===== src/hw/rtl/cgt_pkg.sv =====
// ----------------------------------------------------------------------------
// cgt_pkg: shared types and constants
// Input word, result word and result batch types, port offsets and
// bit positions of the character generator and timer write port.
// ----------------------------------------------------------------------------
package cgt_pkg;

    localparam int NumChannels = 3;
    localparam int NumPlanes   = 2;
    localparam int MaxResults  = 3;

    // port offsets
    localparam logic [1:0] PORT_DATA    = 2'd0;
    localparam logic [1:0] PORT_ADDR_LO = 2'd1;
    localparam logic [1:0] PORT_ADDR_HI = 2'd2;
    localparam logic [1:0] PORT_CTRL    = 2'd3;

    // unit select
    localparam logic FUNC_CHAR  = 1'b0;
    localparam logic FUNC_TIMER = 1'b1;

    // timer access modes
    localparam logic [1:0] MODE_LATCH = 2'd0;
    localparam logic [1:0] MODE_LSB   = 2'd1;
    localparam logic [1:0] MODE_MSB   = 2'd2;
    localparam logic [1:0] MODE_BOTH  = 2'd3;

    localparam logic [1:0] CH_NONE = 2'd3;

    // address bits
    localparam int AddrRamEnBit = 12;
    localparam int AddrFontBit  = 13;

    // gate bit of each channel in the address high byte
    localparam int GateBit0 = 3;
    localparam int GateBit1 = 6;
    localparam int GateBit2 = 7;

    localparam int WriteBankBit = 4;

    typedef struct packed {
        logic       func;
        logic [1:0] port;
        logic [7:0] data;
        logic [7:0] font_byte;
    } t_word;

    typedef struct packed {
        logic        ram_write;
        logic        ram_bank;
        logic [9:0]  ram_addr;
        logic [7:0]  ram_data;
        logic [1:0]  redraw_mask;
        logic        sound_event;
        logic [1:0]  sound_channel;
        logic        sound_on;
        logic [15:0] count_value;
        logic        count_bcd;
        logic        last;
    } t_result;

    typedef struct packed {
        t_result [MaxResults-1:0] res;
        logic [1:0]               cnt;
    } t_batch;

endpackage


===== src/hw/rtl/cgt_regs.sv =====
// ----------------------------------------------------------------------------
// cgt_regs: port register file and result decode
// Holds the character generator and timer state, applies one accepted
// write per cycle and decodes the up to three result words it causes.
// ----------------------------------------------------------------------------
module cgt_regs (
    input  logic            i_clk,
    input  logic            i_rst_n,
    input  logic            i_acc,
    input  cgt_pkg::t_word  i_word,
    output cgt_pkg::t_batch o_batch
);
    import cgt_pkg::*;

    logic [7:0]  r_held_data, n_held_data;
    logic [15:0] r_pcg_addr,  n_pcg_addr;
    logic [NumChannels-1:0] r_gate, n_gate;
    logic [NumPlanes-1:0]   r_plane_bank, n_plane_bank;
    logic [NumPlanes-1:0]   r_plane_shown, n_plane_shown;
    logic        r_write_bank, n_write_bank;
    logic [1:0]  r_mode [NumChannels];
    logic [1:0]  n_mode [NumChannels];
    logic [15:0] r_count [NumChannels];
    logic [15:0] n_count [NumChannels];
    logic [NumChannels-1:0] r_high_next, n_high_next;
    logic [NumChannels-1:0] r_bcd, n_bcd;

    logic [NumChannels-1:0] w_gate_lvl;
    logic [1:0] w_ch;
    logic [1:0] w_nev;
    logic [1:0] w_redraw;
    logic       w_ramw;
    t_batch     w_batch;

    assign w_gate_lvl = {i_word.data[GateBit2], i_word.data[GateBit1], i_word.data[GateBit0]};
    assign w_ch       = i_word.data[7:6];

    always_comb begin
        n_held_data   = r_held_data;
        n_pcg_addr    = r_pcg_addr;
        n_gate        = r_gate;
        n_plane_bank  = r_plane_bank;
        n_plane_shown = r_plane_shown;
        n_write_bank  = r_write_bank;
        n_mode        = r_mode;
        n_count       = r_count;
        n_high_next   = r_high_next;
        n_bcd         = r_bcd;
        w_nev         = '0;
        w_redraw      = '0;
        w_ramw        = 1'b0;
        w_batch       = '0;

        if (i_word.func == FUNC_TIMER) begin
            if (i_word.port == PORT_CTRL) begin
                if (w_ch != CH_NONE) begin
                    n_mode[w_ch]      = i_word.data[5:4];
                    n_high_next[w_ch] = 1'b0;
                    n_bcd[w_ch]       = i_word.data[0];
                end
            end else begin
                case (r_mode[i_word.port])
                    MODE_LSB: n_count[i_word.port] = {8'h00, i_word.data};
                    MODE_MSB: n_count[i_word.port] = {i_word.data, 8'h00};
                    MODE_BOTH: begin
                        if (r_high_next[i_word.port])
                            n_count[i_word.port] = {i_word.data, r_count[i_word.port][7:0]};
                        else
                            n_count[i_word.port] = {r_count[i_word.port][15:8], i_word.data};
                        n_high_next[i_word.port] = ~r_high_next[i_word.port];
                    end
                    default: ;
                endcase
                w_batch.res[0].sound_event   = 1'b1;
                w_batch.res[0].sound_channel = i_word.port;
                w_batch.res[0].sound_on      = r_gate[i_word.port];
                w_batch.res[0].count_value   = n_count[i_word.port];
                w_batch.res[0].count_bcd     = r_bcd[i_word.port];
                w_batch.res[0].last          = 1'b1;
                w_batch.cnt                  = 2'd1;
            end
        end else if (i_word.port == PORT_CTRL) begin
            for (int p = 0; p < NumPlanes; p++) begin
                if ((i_word.data[2*p+1] && r_plane_bank[p] != i_word.data[2*p])
                        || i_word.data[2*p+1] != r_plane_shown[p])
                    w_redraw[p] = 1'b1;
                n_plane_shown[p] = i_word.data[2*p+1];
                n_plane_bank[p]  = i_word.data[2*p];
            end
            n_write_bank = i_word.data[WriteBankBit];
            if (w_redraw != '0) begin
                w_batch.res[0].redraw_mask = w_redraw;
                w_batch.res[0].last        = 1'b1;
                w_batch.cnt                = 2'd1;
            end
        end else begin
            case (i_word.port)
                PORT_DATA:    n_held_data = i_word.data;
                PORT_ADDR_LO: n_pcg_addr  = {r_pcg_addr[15:8], i_word.data};
                default: begin
                    n_pcg_addr = {i_word.data, r_pcg_addr[7:0]};
                    n_gate     = w_gate_lvl;
                end
            endcase

            // one sound word per gate that toggled, lowest channel first
            for (int c = 0; c < NumChannels; c++) begin
                if (n_gate[c] != r_gate[c]) begin
                    w_batch.res[w_nev].sound_event   = 1'b1;
                    w_batch.res[w_nev].sound_channel = 2'(c);
                    w_batch.res[w_nev].sound_on      = n_gate[c];
                    w_batch.res[w_nev].count_value   = r_count[c];
                    w_batch.res[w_nev].count_bcd     = r_bcd[c];
                    w_nev = w_nev + 2'd1;
                end
            end

            if (n_pcg_addr[AddrRamEnBit]) begin
                w_ramw = 1'b1;
                for (int p = 0; p < NumPlanes; p++)
                    if (r_plane_shown[p] && r_plane_bank[p] == r_write_bank)
                        w_redraw[p] = 1'b1;
                w_batch.res[0].ram_write   = 1'b1;
                w_batch.res[0].ram_bank    = r_write_bank;
                w_batch.res[0].ram_addr    = n_pcg_addr[9:0];
                w_batch.res[0].ram_data    = n_pcg_addr[AddrFontBit] ? i_word.font_byte
                                                                     : n_held_data;
                w_batch.res[0].redraw_mask = w_redraw;
            end

            w_batch.cnt = (w_ramw && w_nev == 2'd0) ? 2'd1 : w_nev;
            if (w_batch.cnt != 2'd0)
                w_batch.res[w_batch.cnt - 2'd1].last = 1'b1;
        end
    end

    assign o_batch = w_batch;

    always_ff @(posedge i_clk) begin
        if (!i_rst_n) begin
            r_held_data   <= '0;
            r_pcg_addr    <= '0;
            r_gate        <= '0;
            r_plane_bank  <= '0;
            r_plane_shown <= 2'b10;
            r_write_bank  <= 1'b0;
            r_high_next   <= '0;
            r_bcd         <= '0;
            for (int c = 0; c < NumChannels; c++) begin
                r_mode[c]  <= MODE_LATCH;
                r_count[c] <= 16'd1;
            end
        end else if (i_acc) begin
            r_held_data   <= n_held_data;
            r_pcg_addr    <= n_pcg_addr;
            r_gate        <= n_gate;
            r_plane_bank  <= n_plane_bank;
            r_plane_shown <= n_plane_shown;
            r_write_bank  <= n_write_bank;
            r_mode        <= n_mode;
            r_count       <= n_count;
            r_high_next   <= n_high_next;
            r_bcd         <= n_bcd;
        end
    end

endmodule


===== src/hw/rtl/char_gen_and_timer_port_regs.sv =====
// ----------------------------------------------------------------------------
// char_gen_and_timer_port_regs: character generator and tone timer write port
// Takes bus writes, updates the port registers and issues glyph RAM writes,
// redraw requests and sound updates as result words.
// ----------------------------------------------------------------------------
//  channel | handshake          | payload
//  --------+--------------------+-------------------------------------------
//  write   | i_valid / o_ready  | i_func, i_port, i_data, i_font_byte
//  result  | o_valid / i_ready  | o_ram_*, o_redraw_mask, o_sound_*, o_count_*,
//          |                    | o_last
//
//  A write is decoded in its accept cycle; its words sit in a three-entry
//  hold buffer and leave through the output register one per cycle while
//  the output is not stalled, so each word passes the hold buffer and then
//  the output register. Writes that give zero or one word are taken every
//  cycle while the output is not stalled; a write with more words holds the
//  next one until its last word moves to the output register. Output stalls
//  back up into the hold buffer and then o_ready. Reset is synchronous and
//  sets the port state and counts; buffered payload registers are not reset.
// ----------------------------------------------------------------------------
module char_gen_and_timer_port_regs (
    input  logic        i_clk,
    input  logic        i_rst_n,
    input  logic        i_valid,
    output logic        o_ready,
    input  logic        i_func,
    input  logic [1:0]  i_port,
    input  logic [7:0]  i_data,
    input  logic [7:0]  i_font_byte,
    output logic        o_valid,
    input  logic        i_ready,
    output logic        o_ram_write,
    output logic        o_ram_bank,
    output logic [9:0]  o_ram_addr,
    output logic [7:0]  o_ram_data,
    output logic [1:0]  o_redraw_mask,
    output logic        o_sound_event,
    output logic [1:0]  o_sound_channel,
    output logic        o_sound_on,
    output logic [15:0] o_count_value,
    output logic        o_count_bcd,
    output logic        o_last
);
    import cgt_pkg::*;

    t_word   w_word;
    t_batch  w_batch;
    logic    w_acc;
    logic    w_move;
    t_result r_pend [MaxResults];
    logic [1:0] r_pend_cnt;
    t_result r_out;
    logic    r_out_valid;

    assign w_word = '{func: i_func, port: i_port, data: i_data, font_byte: i_font_byte};

    assign w_move  = (r_pend_cnt != 2'd0) && (!r_out_valid || i_ready);
    assign o_ready = (r_pend_cnt == 2'd0) || (r_pend_cnt == 2'd1 && w_move);
    assign w_acc   = i_valid && o_ready;

    cgt_regs u_regs (
        .i_clk   (i_clk),
        .i_rst_n (i_rst_n),
        .i_acc   (w_acc),
        .i_word  (w_word),
        .o_batch (w_batch)
    );

    // hold buffer: loaded with a whole batch, drained from entry 0
    always_ff @(posedge i_clk) begin
        if (!i_rst_n) begin
            r_pend_cnt <= '0;
        end else if (w_acc) begin
            r_pend_cnt <= w_batch.cnt;
        end else if (w_move) begin
            r_pend_cnt <= r_pend_cnt - 2'd1;
        end
    end

    always_ff @(posedge i_clk) begin
        if (w_acc) begin
            for (int k = 0; k < MaxResults; k++)
                r_pend[k] <= w_batch.res[k];
        end else if (w_move) begin
            for (int k = 0; k < MaxResults - 1; k++)
                r_pend[k] <= r_pend[k+1];
        end
    end

    always_ff @(posedge i_clk) begin
        if (!i_rst_n) begin
            r_out_valid <= 1'b0;
        end else if (w_move) begin
            r_out_valid <= 1'b1;
        end else if (i_ready) begin
            r_out_valid <= 1'b0;
        end
    end

    always_ff @(posedge i_clk) begin
        if (w_move)
            r_out <= r_pend[0];
    end

    assign o_valid         = r_out_valid;
    assign o_ram_write     = r_out.ram_write;
    assign o_ram_bank      = r_out.ram_bank;
    assign o_ram_addr      = r_out.ram_addr;
    assign o_ram_data      = r_out.ram_data;
    assign o_redraw_mask   = r_out.redraw_mask;
    assign o_sound_event   = r_out.sound_event;
    assign o_sound_channel = r_out.sound_channel;
    assign o_sound_on      = r_out.sound_on;
    assign o_count_value   = r_out.count_value;
    assign o_count_bcd     = r_out.count_bcd;
    assign o_last          = r_out.last;

endmodule


===== config.mk =====
export PLATFORM = sky130hd
export DESIGN_NAME = char_gen_and_timer_port_regs
export DESIGN_NICKNAME = d
export VERILOG_FILES = /design/src/hw/rtl/cgt_pkg.sv /design/src/hw/rtl/cgt_regs.sv /design/src/hw/rtl/char_gen_and_timer_port_regs.sv
export SDC_FILE = /design/constraint.sdc
export NUM_CORES = 1
export LEC_CHECK = 0
export ABC_AREA = 1
export BUFFER_PORTS_ARGS = -buffer_cell sky130_fd_sc_hd__buf_2
export CORE_MARGIN = 2
export CORE_UTILIZATION = 35
export CTS_CLUSTER_SIZE = 16
export DETAILED_ROUTE_END_ITERATION = 10
export PLACE_DENSITY = 0.59
export SLEW_MARGIN = 20
export SYNTH_ARGS = -nofsm -noshare
export SYNTH_HDL_FRONTEND = slang
export SYNTH_HIERARCHICAL = 1
export SYNTH_SLANG_ARGS = --single-unit

===== constraint.sdc =====
create_clock -name i_clk -period 5.66 [get_ports i_clk]
set_clock_uncertainty 0.15 [all_clocks]
set_input_delay 0.283 -clock i_clk [delete_from_list [all_inputs] [get_ports i_clk]]
set_output_delay 0.283 -clock i_clk [all_outputs]
set_load 0.01 [all_outputs]

==> results.cfg <==
[critical_path]
worstPathMaxFanout = 22
r2r_slack_ns = 2.48
critPathMaxStageDelay_ns = 0.64
cp_cell_sequence = buf_2 -> inv_2 -> ha_1 -> nor2_8 -> nand2_1 -> o21ai_0 -> ha_1 -> inv_1 -> nor2_2 -> nand2_2 -> inv_2 -> nand2_1 -> nand2_1 -> nand2_1 -> o221ai_1 -> nand2_1 -> nand2_1
r2r_start = r_pend_cnt[0]
cp_common_cell = nand2_1
crit_path_start = i_port[1]
cp-end-kind = flip-flop
worstPathRequired_ns = 5.97
arrival_ns = 3.76
critPathKind = in -> reg
startpoint_type = input pin
cp_slowest_cell = ha_1

[detailed_routing]
dr.pass1.iters = 6
route.met2.wl_um = 25000
wl_met1_um = 22100
num_vias = 14000
ant_nets = 0
drt_iter0_markers = 1217
dr_wl_met3_um = 3820
wire_per_inst_um = 20.7
highest_layer = met4
avgViaCountPerCell = 5.41
drc_errors = 0
drt-total-wl_um = 53400

[global_routing]
grt_overflow = 0
grt_max_degree = 91
gr-usage-all-layers_pct = 23.6
antenna_found_initial = 0
grt_pass1_vias = 13400
grt_pass1_wl_um = 80600

[clock_network]
post_cts_buffers = 0
cts_buffers = 31
cts_tree = built
cts_resized = 0
htreeDepth = 1
cts_max_path_buffers = 3
cts_sinks = 267
clock_latency_ns = 0.59
clockRootBuffer = clkbuf_16
clkTransAtPathRegs_ns = 0.06
hold_buffers = 6

[synth]
yosys_warnings = 6
synthMuxAreaShare_pct = 0
yosysTopAreaCell = edfxtp_1
yosysSeqAreaShare_pct = 46.9
synth_top_cell_area_share_pct = 34.9
synth-main-ff-cell = edfxtp_1
synth.avg_cell_area_um2 = 7.74
synth_fa_ha_area_share_pct = 0.908
synthDistinctLibCells = 45
synthSimpleGateAreaFrac_pct = 26.4
synth_edf_count = 176
synth-xor-area-share_pct = 0.173
synthCells = 1958
syn_area_um2 = 15200
synth_top_family_by_area = simple AND/OR/NAND/NOR gates
async_reset_ff_share_pct = 0
synth_area_leaders = edfxtp_1, nand2_1, dfxtp_1
synth.ff_latch_count = 267
synth_compound_area_share_pct = 15.3

[finish]
drive_above_1_share_pct = 10.0
fill_cells = 4434
seq_area_um2 = 7110
num_antenna_cells = 0
area_growth_pct = 10.9
multi_input_area_um2 = 6670
fin_nets = 2010

[floorplanning]
core_area_um2 = 42900
die_h_um = 212
die_x_um = 212
rows = 76
die_area_um2 = 45000
io_pins = 69
initial_utilization_pct = 35.4

[timing]
period_needed_ns = 3.45
hold_viol_final = 0
worst_pin_slew_ns = 1.02
setup_violations = 0
slew_viol_final = 0
fin_tns_setup_ns = 0
relSlewSlack_pct = 32.0
rsz0062_at_grt = no
max_freq_mhz = 290
setup_slack_ns = 2.21
timing.final.crit_share_pct = 61.0

[placement]
pre_cts_slack_ns = 1.70
gp_congestion = 0.982
post-dp-hpwl_um = 36900
portBuffers = 68

[min_path]
min_from = i_font_byte[3]
hp-class = in -> reg

[power]
leakagePower_nw = 7.09
powerDensity_nw_per_um2 = 457
vdd_drop_max_uv = 321
finalPower_mw = 7.68

[flow_run]
cap_violations = 0

[run_status]
status = finished clean
critical path, delay by kind of cell:
| family | cells | cell delay (ns) |
|---|---|---|
| and+or+nand+nor | 9 | 1.11 |
| buffers and inverters | 4 | 1.11 |
| adders and majority gates | 2 | 1.01 |
| AOI/OAI and AO/OA | 2 | 0.24 |
state kept, by name (all words and copies together) (netlist names), 3 cells and up:
register            cells
u_regs/r_high_next      3
u_regs/r_mode           6
u_regs/r_held_data      8
o_count_value          16
o_ram_addr             10
u_regs/r_count         48
o_ram_data              8
u_regs/r_gate           3
r_pend                132
u_regs/r_pcg_addr      12
u_regs/r_bcd            3
synth_stat cells, drive strengths merged, types with 27 or more instances:
library cell,number
nand3,195
a21oi,111
nand4,27
clkbuf,54
nand2,582
edfxtp,176
nor2,132
o21ai,177
inv,167
buf,109
o211ai,48
dfxtp,91
placed cells by master, fill, tap and decap left out, drive strengths merged, types with 2 or more instances in the layout:
cell	count
nand2	582
nand3	195
o21ai	177
edfxtp	176
inv	172
nor2	132
a21oi	111
buf	98
dfxtp	91
o211ai	48
conb	45
clkbuf	33
nand4	27
o22ai	21
a31oi	20
clkinv	15
ha	11
a41oi	8
dlygate4sd3	6
o221ai	5
bufinv	4
a22oi	4
o21bai	3
a21boi	2
clkinvlp	2
o2111ai	2
or2	2
xnor2	2
report_power, final:
group,total (mW),switching [mW],internal [mW],leakage (nW)
clock network,2.06,0.865,1.20,0.510
logic,2.31,1.72,0.588,4.08
registers,3.31,0.246,3.06,2.50
path summary, 6_finish.rpt:
| kind | end | cells past startpoint |
|---|---|---|
| min reg2reg | o_ram_data[4] | 0 |
| max | r_pend[0][1] | 17 |
| max reg2reg | u_regs/r_held_data[1] | 12 |
| min | r_pend[0][27] | 5 |
through the flow:
step                      instances  utilization (%)  hold WS (ns)  area, um2
after global routing           2586             39.2        0.0646      16800
after global placement         2522             36.6         0.251      15700
after CTS                      2586             39.2        0.0278      16800
after detailed placement       2522             36.6         0.255      15700
final                          2586             39.2        0.0508      16800
after floorplan                2002                -         0.250      15300
layout make-up:
| class | instances | share of cell area [%] |
|---|---|---|
| clock buffer | 33 | 4.66 |
| clock inverter | 25 | 1.52 |
| sequential | 267 | 42.3 |
| multi-input combinational | 1404 | 39.7 |
| inverter | 168 | 3.77 |
| tap | 585 | 4.35 |
| timing repair buffer | 104 | 3.72 |
per-layer routing:
metal	vias to the layer above	track usage (%)
met5	-	0
met4	0	10.7
met3	120	3.52
met2	590	39.2
met1	6678	30.3
li1	6592	-
logic make-up (layout without fill, tap and decap cells):
kind of cell | after synthesis | in the layout
DFF | 267 | 267
buffers and inverters | 331 | 330
adders and majority gates | 11 | 11
xor gates and xnor gates | 3 | 3
AOI/OAI and AO/OA | 404 | 404
other | 1 | 45
and+or+nand+nor | 941 | 941
No activity file was read; power rests on OpenSTA's default activity.
